===== src/rtl/block_aligned_range_partition_macros.svh =====
// Assertion macros used by the block's top-level RTL file.
`ifndef BLOCK_ALIGNED_RANGE_PARTITION_MACROS_SVH
`define BLOCK_ALIGNED_RANGE_PARTITION_MACROS_SVH
`ifndef SYNTHESIS
`define BAR_ASSERT_SAME(lbl, ante, cons) \
  lbl: assert property (@(posedge clk) disable iff (rst) (ante) |-> (cons)) \
    else $error("same-cycle check failed");
`define BAR_ASSERT_NEXT(lbl, ante, cons) \
  lbl: assert property (@(posedge clk) disable iff (rst) (ante) |=> (cons)) \
    else $error("next-cycle check failed");
`else
`define BAR_ASSERT_SAME(lbl, ante, cons)
`define BAR_ASSERT_NEXT(lbl, ante, cons)
`endif
`endif


===== src/rtl/bar_pkg.sv =====
// Shared types and constants of the block-aligned range partitioner.
package bar_pkg;
  localparam int LEN_W       = 32;
  localparam int BF_W        = 16;
  localparam int ID_W        = 8;
  localparam int WC_W        = 9;
  localparam int MAX_WORKERS = 256;
  localparam int DIV_STAGES  = LEN_W;
  localparam int ADDR_W      = 3;
  localparam logic [ADDR_W-1:0] REG_WC_ADDR = 3'd0;

  typedef struct packed {
    logic [BF_W-1:0] bf;
    logic [BF_W-1:0] left;
    logic            low;
    logic [ID_W-1:0] id;
    logic [WC_W-1:0] ways;
    logic            inval;
  } side_t;
endpackage


===== src/rtl/bar_div.sv =====
// Pipelined restoring divider: one quotient bit per register stage.
module bar_div import bar_pkg::*; (
  input  logic              clk,
  input  logic              rst,
  input  logic              in_valid,
  output logic              in_stall,
  input  logic [LEN_W-1:0]  dividend,
  input  logic [BF_W-1:0]   divisor,
  input  side_t             in_side,
  output logic              out_valid,
  input  logic              out_stall,
  output logic [LEN_W-1:0]  quotient,
  output logic [BF_W-1:0]   remainder,
  output side_t             out_side
);
  logic [DIV_STAGES:1] vld;
  logic [DIV_STAGES:1] rdy;
  logic [LEN_W-1:0]    word [DIV_STAGES:1];
  logic [BF_W-1:0]     rem  [DIV_STAGES:1];
  logic [BF_W-1:0]     dvs  [DIV_STAGES:1];
  side_t               sd   [DIV_STAGES:1];

  for (genvar s = 1; s <= DIV_STAGES; s++) begin : g_stage
    logic             pv;
    logic [LEN_W-1:0] pword;
    logic [BF_W-1:0]  prem;
    logic [BF_W-1:0]  pdvs;
    side_t            psd;
    logic [BF_W:0]    trial;
    logic             ge;

    if (s == 1) begin : g_first
      assign pv    = in_valid;
      assign pword = dividend;
      assign prem  = '0;
      assign pdvs  = divisor;
      assign psd   = in_side;
    end else begin : g_rest
      assign pv    = vld[s-1];
      assign pword = word[s-1];
      assign prem  = rem[s-1];
      assign pdvs  = dvs[s-1];
      assign psd   = sd[s-1];
    end

    if (s == DIV_STAGES) begin : g_last
      assign rdy[s] = !vld[s] || !out_stall;
    end else begin : g_mid
      assign rdy[s] = !vld[s] || rdy[s+1];
    end

    assign trial = {prem, pword[LEN_W-1]};
    assign ge    = trial >= {1'b0, pdvs};

    always_ff @(posedge clk) begin
      if (rst) begin
        vld[s] <= 1'b0;
      end else if (rdy[s]) begin
        vld[s] <= pv;
      end
    end

    always_ff @(posedge clk) begin
      if (rdy[s] && pv) begin
        word[s] <= {pword[LEN_W-2:0], ge};
        rem[s]  <= ge ? BF_W'(trial - {1'b0, pdvs}) : trial[BF_W-1:0];
        dvs[s]  <= pdvs;
        sd[s]   <= psd;
      end
    end
  end

  assign in_stall  = !rdy[1];
  assign out_valid = vld[DIV_STAGES];
  assign quotient  = word[DIV_STAGES];
  assign remainder = rem[DIV_STAGES];
  assign out_side  = sd[DIV_STAGES];
endmodule


===== config.mk =====
export PLATFORM = sky130hd
export DESIGN_NAME = bar_div
export DESIGN_NICKNAME = d
export VERILOG_FILES = /design/src/rtl/block_aligned_range_partition_macros.svh /design/src/rtl/bar_pkg.sv /design/src/rtl/bar_div.sv
export SDC_FILE = /design/constraint.sdc
export NUM_CORES = 2
export LEC_CHECK = 0
export ABC_AREA = 1
export BUFFER_PORTS_ARGS = -buffer_cell sky130_fd_sc_hd__buf_2
export CELL_PAD_IN_SITES_DETAIL_PLACEMENT = 0
export CELL_PAD_IN_SITES_GLOBAL_PLACEMENT = 2
export CORE_MARGIN = 3
export CORE_UTILIZATION = 40
export DETAILED_ROUTE_END_ITERATION = 8
export MAX_ROUTING_LAYER = met4
export PLACE_DENSITY_LB_ADDON = 0.1
export SYNTH_ARGS = -nofsm -noshare
export SYNTH_HDL_FRONTEND = slang
export SYNTH_SLANG_ARGS = --single-unit

===== constraint.sdc =====
create_clock -name clk -period 24.8 [get_ports clk]
set_clock_uncertainty 0.1 [all_clocks]
set_input_delay 2.48 -clock clk [delete_from_list [all_inputs] [get_ports clk]]
set_output_delay 2.48 -clock clk [all_outputs]
set_load 0.1 [all_outputs]

==> run_results.csv <==
group,metric,value,unit
status,status,"finished clean",
synthesis,async_reset_ff_share,0,%
clocking,ctsHoldBuffers,0,
grt,grt_pass1_wl,362000,µm
critical_path,critical_path.max_fanout,4,
placement,hpwlAfterDp,164000,µm
synthesis,yosysTopAreaCell,"edfxtp_1",
synthesis,yosysWarnings,0,
worst_hold_path,hp-class,"flip-flop to flip-flop",
sta,finalCritPeriodShare,32.7,%
pwr,power.leakage,54.6,nW
detailed_routing,num_vias,61910,
grt,grt_max_degree,72,
placement,numPortBuffers,203,
sta,slew-limit-headroom,16.0,%
die,start_util,40.2,%
detailed_routing,drc,0,
pwr,p_per_area,80.2,nW/µm²
synthesis,synth_common_cells,"edfxtp_1 (3664), a21oi_1 (897), inv_1 (771), nor2_1 (601), nand2_1 (555)",
sta,finalCriticalPeriod,8.11,ns
clocking,clk_pin_slew_worst_paths,0.05,ns
cells_and_area,final_cell_area,156000,µm²
detailed_routing,detail-route-antenna-nets,0,
die,die_w,591,µm
placement,pre_cts_ws,16.63,ns
synthesis,synth-edff-count,3664,
placement,gp_congestion,0.802,
sta,fin_hold_ws,0.283,ns
synthesis,postSynthAreaPerCell,16.9,µm²
critical_path,critPathLaunchType,"input port",
die,die_height,591,µm
detailed_routing,wl_per_cell,17.0,µm
synthesis,synth.area.top_cells,"edfxtp_1 (80%), ha_1 (4.6%), a21oi_1 (3.3%), inv_1 (2.1%), nor2_1 (1.6%)",
critical_path,critical_path_class,"input port to output port",
sta,setup_ws,16.69,ns
critical_path,crit_arrival,5.53,ns
sta,worst_pin_slew,1.25,ns
synthesis,synth_most_common_cell,"edfxtp_1",
synthesis,ys_seq_area_share,80.9,%
cells_and_area,drive_gt1_share,9.51,%
pwr,ir_drop,0.0753,mV
grt,antenna_found_initial,24,
grt,grt_pass1_vias,64141,
synthesis,ys_ff_latch,3696,
clocking,numCtsBuffers,385,
clocking,clk_path_buf_depth,4,
run,cap_violations,0,
clocking,cts_resized,0,
die,rows,214,
synthesis,synth_top_area_share,80.4,%
synthesis,yosysUniqueCellTypes,34,
cells_and_area,layout.nets,9300,
clocking,clock_latency,0.94,ns
cells_and_area,syn2layout_area_growth,13.9,%
die,io-pin-count,204,
placement,placed_area,144000,µm²
clocking,htreeDepth,5,
clocking,cts_setup_buffers,0,
die,coreArea,340000,µm²
grt,grt_overflow,0,
detailed_routing,vias_per_cell,4.58,
detailed_routing,drt-initial-drc-count,3160,
synthesis,synthCells,8110,
clocking,clock_sinks,3696,
detailed_routing,drt_pass1_iterations,5,
grt,grt_usage,13.6,%
detailed_routing,wl,229000,µm
clocking,cts_tree,"yes",
synthesis,syn-num-nets,8742,
die,dieArea,349000,µm²
critical_path,critPathRequiredTime,22.22,ns
sta,finalSetupViolations,0,
sta,finalHoldViolCount,0,
sta,rsz0062_at_grt,"false",
sta,max_freq,123,MHz
synthesis,synth_ff_type,"edfxtp_1",
sta,maxSlewViolCount,0,
clocking,cts_root_buf,"clkbuf_16",
sta,finalSetupTns,0,ns
critical_path,endpoint_kind,"output port",
synthesis,synthesis.area,137000,µm²
## sequential cells by signal, summed over array words and instances (netlist names)
| signal | cells |
|---|---|
| dvs | 496 |
| g_stage.pv | 31 |
| out_valid | 1 |
| rem | 512 |
| sd | 1632 |
| word | 1024 |
## final timing paths
| kind | startpoint | end | slack [ns] | cells past startpoint |
|---|---|---|---|---|
| worst max register to register | dvs[0][18] | rem[0][33] | 20.13 | 18 |
| worst max-delay path | out_stall | in_stall | 16.69 | 20 |
| worst min register to register | sd[0][1293] | sd[0][1344] | 0.28 | 0 |
| worst min-delay path | sd[0][1293] | sd[0][1344] | 0.28 | 0 |
## cell families after synthesis
| logic type | after synthesis | share of synthesized area (%) |
|---|---|---|
| flip-flops | 3696 | 80.9 |
| AO/OA/AOI/OAI | 1181 | 4.59 |
| adder cells (fa/ha/maj) | 529 | 5.01 |
| buffers and inverters | 870 | 2.52 |
| XOR/XNOR | 403 | 2.58 |
| AND/OR/NAND/NOR | 1431 | 4.43 |
## metal layers
metal / share of wire (%) / up-vias / routed length [µm] / global-route usage [%]
met5: 0 / - / 0 / -
met4: 3.9 / 0 / 8910 / 5.12
met3: 3.9 / 506 / 8850 / 2.06
met2: 50 / 976 / 115000 / 23.1
met1: 42 / 29444 / 96600 / 16.3
li1: - / 30984 / - / -
## final cells by class
type / count / area (µm²)
clock buffer: 483 / 10100
fill: 29097 / 184000
inverter: 773 / 2940
multi-input combinational: 3544 / 22900
tap: 4536 / 5680
timing repair buffer: 268 / 1500
clock inverter: 206 / 2090
sequential: 3696 / 111000
antenna: 6 / 15.0
## where the power goes
part / total, mW / switching, mW / internal (mW) / leakage, nW
Combinational: 0.142 / 0.0876 / 0.0546 / 15.3
Sequential: 6.87 / 0.0210 / 6.84 / 33.3
Clock: 5.49 / 2.29 / 3.20 / 5.92
## cells in the final DEF (no fill, tap or decap), drive strengths merged, types with 19 or more instances in the layout
master  count
nand3      99
xnor2     230
fa         31
dfxtp      32
o21bai     48
clkbuf    483
a311oi     19
a21oi     898
edfxtp   3664
o21ai     170
nor3       46
nor4       44
buf       268
nand4      48
bufinv     29
nor2      610
ha        498
inv       789
xor2      173
clkinv    146
nand2     556
## worst max-delay path, cell delays in order
cell and delay [ns]:
buf_2 0.14, nand2_2 0.09, nor2_4 0.13, nand4_4 0.11, nor2_4 0.13, nand4_4 0.11
nor2_4 0.13, nand4_4 0.11, nor2_4 0.14, nand4_4 0.12, nor2_4 0.15, nand4_4 0.13
nor2_4 0.23, nand4_4 0.16, nor2_4 0.20, nand4_4 0.13, nor2_4 0.17, nand3_2 0.11
inv_2 0.11, buf_2 0.43
## metrics by stage
stage          power [mW]  util (%)  instances
2_1_floorplan        7.09         -       8110
3_3_place_gp         7.14      42.2      12817
3_5_place_dp         7.14      42.2      12817
4_1_cts              12.7      45.8      13506
5_1_grt              13.0      45.8      13511
6_report             12.5      45.8      13512
Note: power is estimated with default switching activity, not from simulation.
